$ cat config.mk
export PLATFORM = sky130hd
export DESIGN_NAME = rational_arithmetic_unit
export DESIGN_NICKNAME = d
export VERILOG_FILES = /design/src/hdl/rau_pkg.sv /design/src/hdl/rational_arithmetic_unit.sv
export SDC_FILE = /design/constraint.sdc
export NUM_CORES = 2
export LEC_CHECK = 0
export BUFFER_PORTS_ARGS = -buffer_cell sky130_fd_sc_hd__buf_2
export CAP_MARGIN = 40
export CORE_MARGIN = 5
export CORE_UTILIZATION = 50
export DETAILED_ROUTE_END_ITERATION = 10
export GPL_ROUTABILITY_DRIVEN = 0
export PLACE_DENSITY_LB_ADDON = 0.12
export SLEW_MARGIN = 10
export SYNTH_ARGS = -nofsm -noshare
export SYNTH_HDL_FRONTEND = slang
export SYNTH_SLANG_ARGS = --single-unit
export TNS_END_PERCENT = 20
$ cat constraint.sdc
create_clock -name clk -period 28 [get_ports clk]
set_input_delay 1.4 -clock clk [delete_from_list [all_inputs] [get_ports clk]]
set_output_delay 1.4 -clock clk [all_outputs]
set_load 0.05 [all_outputs]
$ cat src/hdl/rau_pkg.sv
// ---------------------------------------------------------------------------
// rau_pkg: shared constants for the rational arithmetic unit
// operation codes, status codes and field widths
// ---------------------------------------------------------------------------
package rau_pkg;
  localparam int FIELD_W = 32;

  localparam logic [2:0] KIND_ADD = 3'd0;
  localparam logic [2:0] KIND_SUB = 3'd1;
  localparam logic [2:0] KIND_MUL = 3'd2;
  localparam logic [2:0] KIND_DIV = 3'd3;
  localparam logic [2:0] KIND_CMP = 3'd4;

  localparam logic [1:0] ST_OK   = 2'd0;
  localparam logic [1:0] ST_ZDEN = 2'd1;
  localparam logic [1:0] ST_OVF  = 2'd2;

  typedef logic [FIELD_W-1:0] field_t;
endpackage

$ cat src/hdl/rational_arithmetic_unit.sv
// ---------------------------------------------------------------------------
// rational_arithmetic_unit: gcd-reduced fraction add, sub, mul, div, compare
// sequence: compare and unused kinds run the serial multiply, the compare, then the result;
// arithmetic runs 32 serial multiply steps, combine, a 64-bit binary gcd
// at one step a cycle, then 64 + 64 restoring divide steps
// throughput: one transaction in flight; next input taken once the result was accepted
// reset: synchronous active-low rst_n returns control to idle, output empty
// ---------------------------------------------------------------------------
module rational_arithmetic_unit #(
  parameter int WORD_BITS = 32
) (
  input  logic                clk,
  input  logic                rst_n,
  input  logic                in_valid,
  output logic                in_stall,
  input  logic [2:0]          in_kind,
  input  logic signed [31:0]  in_a_num,
  input  logic signed [31:0]  in_a_den,
  input  logic signed [31:0]  in_b_num,
  input  logic signed [31:0]  in_b_den,
  output logic                out_valid,
  input  logic                out_stall,
  output logic signed [31:0]  out_res_num,
  output logic signed [31:0]  out_res_den,
  output logic signed [1:0]   out_order,
  output logic                out_same_fields,
  output logic [1:0]          out_status
);
  import rau_pkg::*;

  // sequencer states
  localparam logic [3:0] S_IDLE  = 4'd0;
  localparam logic [3:0] S_MUL   = 4'd1;
  localparam logic [3:0] S_MUL2  = 4'd2;
  localparam logic [3:0] S_COMB  = 4'd3;
  localparam logic [3:0] S_GCD   = 4'd4;
  localparam logic [3:0] S_GFIX  = 4'd5;
  localparam logic [3:0] S_DIVN  = 4'd6;
  localparam logic [3:0] S_DIVD  = 4'd7;
  localparam logic [3:0] S_CHECK = 4'd8;
  localparam logic [3:0] S_OUT   = 4'd9;

  localparam int MW = 64;  // magnitude width of products and sums
  localparam logic [MW-1:0] LIM = 64'd1 << (WORD_BITS - 1);

  logic [3:0] state_r, state_nxt;
  logic [2:0] kind_r;
  // operand magnitudes and signs
  logic [31:0] x0_r, y0_r, x1_r, y1_r;   // products x0*y0 and x1*y1
  logic        s0_r, s1_r;               // product signs
  logic [31:0] dx_r, dy_r;               // denominator product operands
  logic        sd_r;
  logic signed [31:0] an_r, ad_r, bn_r, bd_r;
  // serial multiply accumulators (shift-and-add, one bit per cycle)
  logic [MW-1:0] p0_r, p1_r, pd_r;
  logic [5:0]    cnt_r;
  logic [6:0]    dcnt_r;
  // combined numerator, denominator
  logic [MW-1:0] nm_r, dm_r;
  logic          nneg_r, dneg_r;
  // gcd working registers
  logic [MW-1:0] ga_r, gb_r;
  logic [6:0]    gsh_r;
  // divider
  logic [MW-1:0] quo_r, rem_r, g_r;
  logic [MW:0]   rtry;
  logic          cmp_lt_r, cmp_gt_r;
  // output register
  logic          ov_r;
  logic signed [31:0] on_r, od_r;
  logic signed [1:0]  oo_r;
  logic          osf_r;
  logic [1:0]    ost_r;

  function automatic logic [31:0] mag32(input logic signed [31:0] v);
    mag32 = v[31] ? 32'(-v) : v;
  endfunction

  assign in_stall = (state_r != S_IDLE);
  assign rtry = {rem_r, quo_r[MW-1]} - {1'b0, g_r};

  always_comb begin
    state_nxt = state_r;
    case (state_r)
      S_IDLE:  if (in_valid) state_nxt = S_MUL;
      S_MUL:   if (cnt_r == 6'd31) state_nxt = S_MUL2;
      S_MUL2:  state_nxt = (kind_r == KIND_CMP || kind_r > KIND_CMP) ? S_CHECK : S_COMB;
      S_COMB:  state_nxt = S_GCD;
      S_GCD:   if (ga_r == '0 || gb_r == '0) state_nxt = S_GFIX;
      S_GFIX:  state_nxt = S_DIVN;
      S_DIVN:  if (dcnt_r == 7'd63) state_nxt = S_DIVD;
      S_DIVD:  if (dcnt_r == 7'd63) state_nxt = S_CHECK;
      S_CHECK: state_nxt = S_OUT;
      S_OUT:   if (!ov_r) state_nxt = S_IDLE;
      default: state_nxt = S_IDLE;
    endcase
  end

  always_ff @(posedge clk) begin
    if (!rst_n) begin
      state_r <= S_IDLE;
      ov_r    <= 1'b0;
    end else begin
      state_r <= state_nxt;
      if (state_r == S_CHECK) ov_r <= 1'b1;
      else if (ov_r && !out_stall) ov_r <= 1'b0;
    end
  end

  always_ff @(posedge clk) begin
    case (state_r)
      S_IDLE: begin
        kind_r <= in_kind;
        an_r <= in_a_num; ad_r <= in_a_den; bn_r <= in_b_num; bd_r <= in_b_den;
        cnt_r <= '0;
        p0_r <= '0; p1_r <= '0; pd_r <= '0;
        // pick operands: compare and add/sub/div share an*bd
        x0_r <= mag32(in_a_num);
        if (in_kind == KIND_MUL) begin
          y0_r <= mag32(in_b_num); s0_r <= in_a_num[31] ^ in_b_num[31];
          dx_r <= mag32(in_a_den); dy_r <= mag32(in_b_den);
          sd_r <= in_a_den[31] ^ in_b_den[31];
        end else if (in_kind == KIND_DIV) begin
          y0_r <= mag32(in_b_den); s0_r <= in_a_num[31] ^ in_b_den[31];
          dx_r <= mag32(in_a_den); dy_r <= mag32(in_b_num);
          sd_r <= in_a_den[31] ^ in_b_num[31];
        end else begin
          y0_r <= mag32(in_b_den); s0_r <= in_a_num[31] ^ in_b_den[31];
          dx_r <= mag32(in_a_den); dy_r <= mag32(in_b_den);
          sd_r <= in_a_den[31] ^ in_b_den[31];
        end
        x1_r <= mag32(in_b_num); y1_r <= mag32(in_a_den);
        s1_r <= in_b_num[31] ^ in_a_den[31] ^ (in_kind == KIND_SUB);
      end
      S_MUL: begin
        // one multiplier bit per cycle, msb first
        p0_r <= (p0_r << 1) + (y0_r[31] ? {32'd0, x0_r} : '0);
        p1_r <= (p1_r << 1) + (y1_r[31] ? {32'd0, x1_r} : '0);
        pd_r <= (pd_r << 1) + (dy_r[31] ? {32'd0, dx_r} : '0);
        y0_r <= y0_r << 1; y1_r <= y1_r << 1; dy_r <= dy_r << 1;
        cnt_r <= cnt_r + 6'd1;
      end
      S_MUL2: begin
        // signed compare of the two cross products
        cmp_lt_r <= ((s0_r && p0_r != '0) && !(s1_r ^ (kind_r == KIND_SUB) && p1_r != '0))
                 || (!(s0_r && p0_r != '0) && !(s1_r ^ (kind_r == KIND_SUB) && p1_r != '0)
                     && p0_r < p1_r)
                 || ((s0_r && p0_r != '0) && (s1_r ^ (kind_r == KIND_SUB) && p1_r != '0)
                     && p0_r > p1_r);
        cmp_gt_r <= !((s0_r && p0_r != '0) == (s1_r ^ (kind_r == KIND_SUB) && p1_r != '0)
                      && p0_r == p1_r);
      end
      S_COMB: begin
        dm_r <= pd_r;
        dneg_r <= sd_r && pd_r != '0;
        if (kind_r == KIND_MUL || kind_r == KIND_DIV) begin
          nm_r <= p0_r; nneg_r <= s0_r && p0_r != '0;
          ga_r <= p0_r;
        end else if ((s0_r && p0_r != '0) == (s1_r && p1_r != '0)) begin
          nm_r <= p0_r + p1_r; nneg_r <= s0_r && p0_r != '0;
          ga_r <= p0_r + p1_r;
        end else if (p0_r >= p1_r) begin
          nm_r <= p0_r - p1_r; nneg_r <= s0_r && p0_r != p1_r;
          ga_r <= p0_r - p1_r;
        end else begin
          nm_r <= p1_r - p0_r; nneg_r <= s1_r;
          ga_r <= p1_r - p0_r;
        end
        gb_r <= pd_r;
        gsh_r <= '0;
      end
      S_GCD: begin
        // binary gcd, one step per cycle
        if (ga_r != '0 && gb_r != '0) begin
          if (!ga_r[0] && !gb_r[0]) begin
            ga_r <= ga_r >> 1; gb_r <= gb_r >> 1; gsh_r <= gsh_r + 7'd1;
          end else if (!ga_r[0]) ga_r <= ga_r >> 1;
          else if (!gb_r[0]) gb_r <= gb_r >> 1;
          else if (ga_r >= gb_r) ga_r <= (ga_r - gb_r) >> 1;
          else gb_r <= (gb_r - ga_r) >> 1;
        end
      end
      S_GFIX: begin
        g_r <= (ga_r | gb_r) << gsh_r[5:0];
        quo_r <= nm_r; rem_r <= '0; dcnt_r <= '0;
      end
      S_DIVN, S_DIVD: begin
        // restoring division, one quotient bit per cycle
        dcnt_r <= (dcnt_r == 7'd63) ? 7'd0 : dcnt_r + 7'd1;
        if (state_r == S_DIVN && dcnt_r == 7'd63) begin
          // numerator quotient done, start on the denominator
          nm_r <= (!rtry[MW]) ? {quo_r[MW-2:0], 1'b1} : {quo_r[MW-2:0], 1'b0};
          quo_r <= dm_r; rem_r <= '0;
        end else begin
          if (!rtry[MW]) begin
            rem_r <= rtry[MW-1:0];
            quo_r <= {quo_r[MW-2:0], 1'b1};
          end else begin
            rem_r <= {rem_r[MW-2:0], quo_r[MW-1]};
            quo_r <= {quo_r[MW-2:0], 1'b0};
          end
          if (state_r == S_DIVD && dcnt_r == 7'd63)
            dm_r <= (!rtry[MW]) ? {quo_r[MW-2:0], 1'b1} : {quo_r[MW-2:0], 1'b0};
        end
      end
      S_CHECK: begin
        on_r <= '0; od_r <= '0; oo_r <= '0; osf_r <= 1'b0; ost_r <= ST_OK;
        if (kind_r == KIND_CMP) begin
          oo_r  <= cmp_lt_r ? -2'sd1 : (cmp_gt_r ? 2'sd1 : 2'sd0);
          osf_r <= (an_r == bn_r) && (ad_r == bd_r);
        end else if (kind_r < KIND_CMP) begin
          if (pd_r == '0) ost_r <= ST_ZDEN;
          else if ((nneg_r ? nm_r > LIM : nm_r >= LIM) || (dneg_r ? dm_r > LIM : dm_r >= LIM))
            ost_r <= ST_OVF;
          else begin
            on_r <= nneg_r ? 32'(-nm_r) : nm_r[31:0];
            od_r <= dneg_r ? 32'(-dm_r) : dm_r[31:0];
          end
        end
      end
      default: ;
    endcase
  end

  assign out_valid       = ov_r;
  assign out_res_num     = on_r;
  assign out_res_den     = od_r;
  assign out_order       = oo_r;
  assign out_same_fields = osf_r;
  assign out_status      = ost_r;
endmodule

# Word-level counts from Yosys, hierarchy flattened
# Cells that the tools add are included.
# word_totals
register_bits,1064
out_inout_bits,71
# op_classes
magnitude_cmp,10
eq_ne,39
addsub,18
n_reduce_logical,56
bitwise,8
shifts,1
mux,72
# ops
op,count
$mux W64,19
$pmux W64 S2,9
$mux W32,11
$reduce_bool A64 Y1,5
$sub A64 B64 Y64,4
$add A64 B32 Y64,3
$logic_not A64 Y1,3
$neg A32 Y32,6
$pmux W32 S2,3
$ge A64 B32 Y1 const B,2
$ge A64 B64 Y1,2
$gt A64 B32 Y1 const B,2
$sub A65 B64 Y65,1
$add A64 B64 Y64,1
$eq A32 B32 Y1,2
$eq A64 B64 Y1,1
$gt A64 B64 Y1,1
$lt A64 B64 Y1,1
$ne A64 B64 Y1,1
$or A64 B64 Y64,1
$shl A64 B6 Y64,1
$pmux W4 S10,1
$mux W31,1
$mux W4,7
other kinds (37),116

# Logic depth before layout (Yosys ltp)
# logic_depth
word_depth,8
ltp_mapped,18
depth_no_buf,16

# Worst setup path before layout
# OpenSTA, ideal clock, no wires.
# synth_path
path_type,register to register
from,reg state_r[2]
to,reg cnt_r[0] (enable)
arrival_time_ns,20.478
path_stages_with_launch,3
synth_period_minus_slack_ns,21.787
path_slack_ns,6.213
path_buffers,1
setup_ns,1.309
cell_sequence,dfxtp_1 > clkbuf_1 > nor3_1
# synth_between
elab_chain_len,2
# synth_rtl
item,line_no,source
from (decl),rational_arithmetic_unit.sv:46,"logic [3:0] state_r, state_nxt;"
from (signal assigned),rational_arithmetic_unit.sv:104,state_r <= state_nxt;
$eq A4 B1 Y1 or $logic_not A4 Y1 (tied branches),rational_arithmetic_unit.sv:111,case (state_r)
$reduce_bool A2 Y1 (no line) *,n/a,
to (signal assigned),rational_arithmetic_unit.sv:141,cnt_r <= cnt_r + 6'd1;
to (decl),rational_arithmetic_unit.sv:56,logic [5:0] cnt_r;
# Every way passes the cells marked *; elsewhere a longest branch is shown, timed or not.
# A chain may end at the register's enable or synchronous reset.

# Worst setup path after layout
# layout_path
from,reg p0_r[17]
to,reg nm_r[54] (data pin)
# layout_between
elab_chain_len,6
# layout_rtl
item,line_no,source
from (decl),rational_arithmetic_unit.sv:55,"logic [MW-1:0] p0_r, p1_r, pd_r;"
from (signal assigned),rational_arithmetic_unit.sv:137,"p0_r <= (p0_r << 1) + (y0_r[31] ? {32'd0, x0_r} : '0);"
"parallel branches: the longest is 3 deep, another holds $sub A64 B64 Y64",n/a,
$mux W64 *,rational_arithmetic_unit.sv:159,end else if ((s0_r && p0_r != '0) == (s1_r && p1_r != '0)) begin
$mux W64 *,rational_arithmetic_unit.sv:156,if (kind_r == KIND_MUL || kind_r == KIND_DIV) begin
$pmux W64 S2 *,rational_arithmetic_unit.sv:111,
to (signal assigned),rational_arithmetic_unit.sv:163,nm_r <= p0_r - p1_r; nneg_r <= s0_r && p0_r != p1_r;
to (signal assigned),rational_arithmetic_unit.sv:166,nm_r <= p1_r - p0_r; nneg_r <= s1_r;
to (signal assigned),rational_arithmetic_unit.sv:192,"nm_r <= (!rtry[MW]) ? {quo_r[MW-2:0], 1'b1} : {quo_r[MW-2:0], 1'b0};"
to (decl),rational_arithmetic_unit.sv:59,"logic [MW-1:0] nm_r, dm_r;"
# Every way passes the cells marked *.

==> impl_metrics.py <==
metrics = {
    "drt": {
        "top_layer": "met5",
        "via_count": 74520,
        "wl_met3_um": 33320,
        "first_pass_iters": 10,
        "postRouteAntennaNets": 0,
        "dr_wl_met2_um": 131900,
        "initialDrtViolationCount": 10350,
        "vias_per_cell": 6.501,
        "drc": 0,
        "wl_met1_um": 117300,
        "wl_um": 303700,
        "routedWlPerCell_um": 26.49,
    },
    "critical_path": {
        "cp_max_fo": 14,
        "worstRegToRegCells": 14,
        "crit_required_ns": 28.66,
        "r2r_start": "p0_r[17]$_SDFFCE_PN0P_",
        "arrival_ns": 6.78,
        "cp-start-kind": "register",
        "timing.rr.end": "nm_r[54]$_DFFE_PP_",
        "r2r_setup_slack_ns": 21.88,
        "endpoint_kind": "register",
        "critPathLaunch": "p0_r[17]$_SDFFCE_PN0P_",
        "critical_path_class": "register to register",
    },
    "synth": {
        "ys_types": 90,
        "synth_top_area_share": 0.3869,
        "syn_area_per_cell_um2": 8.906,
        "synth_seq_cells": 1060,
        "syn_nets": 9888,
        "seq_area_frac_synth": 0.3882,
        "synth_area_leaders": "edfxtp_1 39%, ha_1 8.4%, a21oi_1 5.2%",
        "ys_warn_count": 0,
        "ys_async_sr_fraction": 0,
        "syn_inst": 9193,
        "synthFlopType": "edfxtp_1",
        "syn_area_mm2": 0.08187,
        "yosysTopAreaCell": "edfxtp_1",
        "synth_enable_flop_cells": 1055,
    },
    "cells_and_area": {
        "drive_gt1_frac": 0.08190,
        "layout_common_cells": "1055 x edfxtp_1, 1008 x nand2_1, 930 x nor2_1",
        "area_growth_pct": 9.038,
        "layout_commonest_cell": "edfxtp_1",
        "fin_area_mm2": 0.08927,
        "fin_nets": 9877,
        "fillers": 14610,
        "final_core_utilization": 0.5485,
    },
    "die": {
        "fp.dieH_um": 414.7,
        "start_util": 0.5030,
        "rows": 148,
        "coreArea_mm2": 0.1628,
        "die_x_um": 414.7,
        "io-pin-count": 206,
        "dieArea_mm2": 0.1719,
    },
    "grt": {
        "track_usage": 0.3359,
        "grt_remaining_overflow": 0,
        "grt_pass1_wl_um": 444600,
        "first_global_vias": 69670,
        "antenna_found_initial": 12,
        "grt_start_max_net_pins": 151,
    },
    "timing": {
        "fin_skew_ns": 0.04989,
        "report.final.hold_viol_count": 0,
        "setup_viol": 0,
        "rsz0062_at_grt": "false",
        "timing.final.max_slew_violations": 0,
        "fin_crit_sh": 0.2186,
        "maxSlewHeadroom": 0.3100,
        "post-route-min-period_ns": 6.122,
        "max_freq_ghz": 0.1634,
        "fin_tns_setup_ns": 0,
        "tightest_slew_ns": 1.028,
    },
    "status": {
        "outcome": "finished, final reports clean",
    },
    "min_path": {
        "min_from": "cmp_gt_r$_DFFE_PN_",
        "min_path_cells": 1,
        "holdPathEnd": "out_order[0]$_SDFFCE_PN0P_",
        "hp-class": "register to register",
    },
    "clock_network": {
        "cts_max_path_buffers": 3,
        "cts_sinks": 1060,
        "post_cts_buffers": 0,
        "tritoncts": "done",
        "holdBufCountCts": 0,
        "clock_latency_ns": 0.80,
        "htreeDepth": 3,
        "cts_resized": 0,
        "numCtsBuffers": 116,
        "cts.clk_slew.worst_paths_ns": 0.06,
        "root_buffer": "clkbuf_16",
    },
    "flow_run": {
        "max_cap_violations": 0,
    },
    "placement": {
        "io_buffers": 205,
        "dpl.hpwl_um": 234600,
        "dpl_cell_area_mm2": 0.08521,
    },
    "power_and_ir_drop": {
        "power.leakage_nw": 34.66,
        "irDropWorstVdd_uv": 160.3,
        "power_density_mw_per_mm2": 123.8,
    },
}
[cells in the mapped netlist, types with 47 or more instances]
master,count
edfxtp_1,1055
nand2_1,1012
nor2_1,935
a21oi_1,857
o21ai_0,563
ha_1,551
inv_1,547
xnor2_1,431
clkbuf_1,402
xor2_1,215
nor4_1,194
nor3_1,193
nand3_1,142
nand4_1,142
o21bai_1,133
a21o_1,128
mux2i_1,114
and2_1,111
o31ai_1,105
a221oi_1,94
nor2b_1,80
a211oi_1,76
a22oi_1,73
or3_1,73
nand2b_1,70
a31oi_1,68
mux2_2,64
o21a_1,63
mux4_2,52
o211ai_1,51
and3_1,47
[sequential cells by signal, summed over array words and instances (netlist names), 31 cells and up]
| signal | flops |
|---|---|
| dm_r | 64 |
| nm_r | 64 |
| ga_r | 64 |
| y0_r | 32 |
| an_r | 31 |
| p1_r | 64 |
| bd_r | 32 |
| x1_r | 32 |
| pd_r | 64 |
| gb_r | 64 |
| out_res_den | 32 |
| bn_r | 31 |
| dy_r | 32 |
| quo_r | 64 |
| p0_r | 64 |
| ad_r | 31 |
| rem_r | 64 |
| dx_r | 32 |
| g_r | 64 |
| y1_r | 32 |
| out_res_num | 32 |
| x0_r | 32 |
[logic make-up (layout without fill, tap and decap cells)]
kind of cell / after synthesis / in the layout / share of synthesized area
AO/OA/AOI/OAI: 2503 / 2503 / 0.1909
XOR/XNOR: 647 / 647 / 0.06930
adder cells (fa/ha/maj): 560 / 560 / 0.08640
buffers and inverters: 1026 / 1113 / 0.04785
flip-flops: 1060 / 1060 / 0.3882
multiplexers: 230 / 230 / 0.03704
other: 0 / 9 / 0
AND/OR/NAND/NOR: 3167 / 3167 / 0.1803
[worst max-delay path, stage by stage (launching register included)]
cell       delay, ns
edfxtp_1        0.80
inv_1           0.11
ha_1            0.68
inv_1           0.24
a2111oi_0       0.47
a21oi_1         0.20
o21a_1          0.25
nor4_1          0.80
o221ai_1        0.39
a221oi_1        0.72
nand2_1         0.17
o31a_1          0.20
xnor2_1         0.14
o21ai_0         0.54
mux2_2          0.27
[power by group]
part           total (mW)  switching [mW]  internal (mW)
registers            2.91           0.481           2.43
logic                6.51            4.37           2.14
clock network        1.63           0.691          0.937
[cell type report]
class,count,area (µm²),area share
inverter,557,2098,0.02350
clock inverter,86,1033,0.01158
tap,2175,2721,0.03048
multi-input combinational,7107,46360,0.5193
timing repair buffer,340,2303,0.02580
sequential,1060,31780,0.3560
antenna,9,22.52,0.0002523
clock buffer,130,2955,0.03310
[layer usage]
layer / global-route usage / vias up
met5: 0 / -
met4: 0.1820 / 6
met3: 0.07975 / 966
met2: 0.5154 / 4460
met1: 0.4405 / 35600
li1: - / 33490
[metrics by stage]
step                      total power, mW  instances  hold slack, ns  setup WS (ns)
after CTS                           10.73      11450          0.5345          22.15
final                               11.05      11460          0.5382          21.88
after global routing                11.49      11460          0.5478          21.86
after detailed placement            9.073      11240          0.5101          22.19
after global placement              9.002      11190          0.4993          21.48
after floorplan                     6.986       9193          0.4836          6.213
[worst max-delay path by stage]
| stage | to | slack, ns | cells past startpoint |
|---|---|---|---|
| final | nm_r[54]$_DFFE_PP_ | 21.88 | 14 |
| after global routing | ga_r[52]$_DFFE_PP_ | 21.86 | 16 |
| after CTS | nm_r[54]$_DFFE_PP_ | 22.15 | 15 |
| after detailed placement | nm_r[54]$_DFFE_PP_ | 22.19 | 15 |
| after global placement | nm_r[41]$_DFFE_PP_ | 21.48 | 10 |
| after floorplan | cnt_r[0]$_SDFFCE_PN0P_ | 6.21 | 2 |
(Power assumes the default switching activity.)
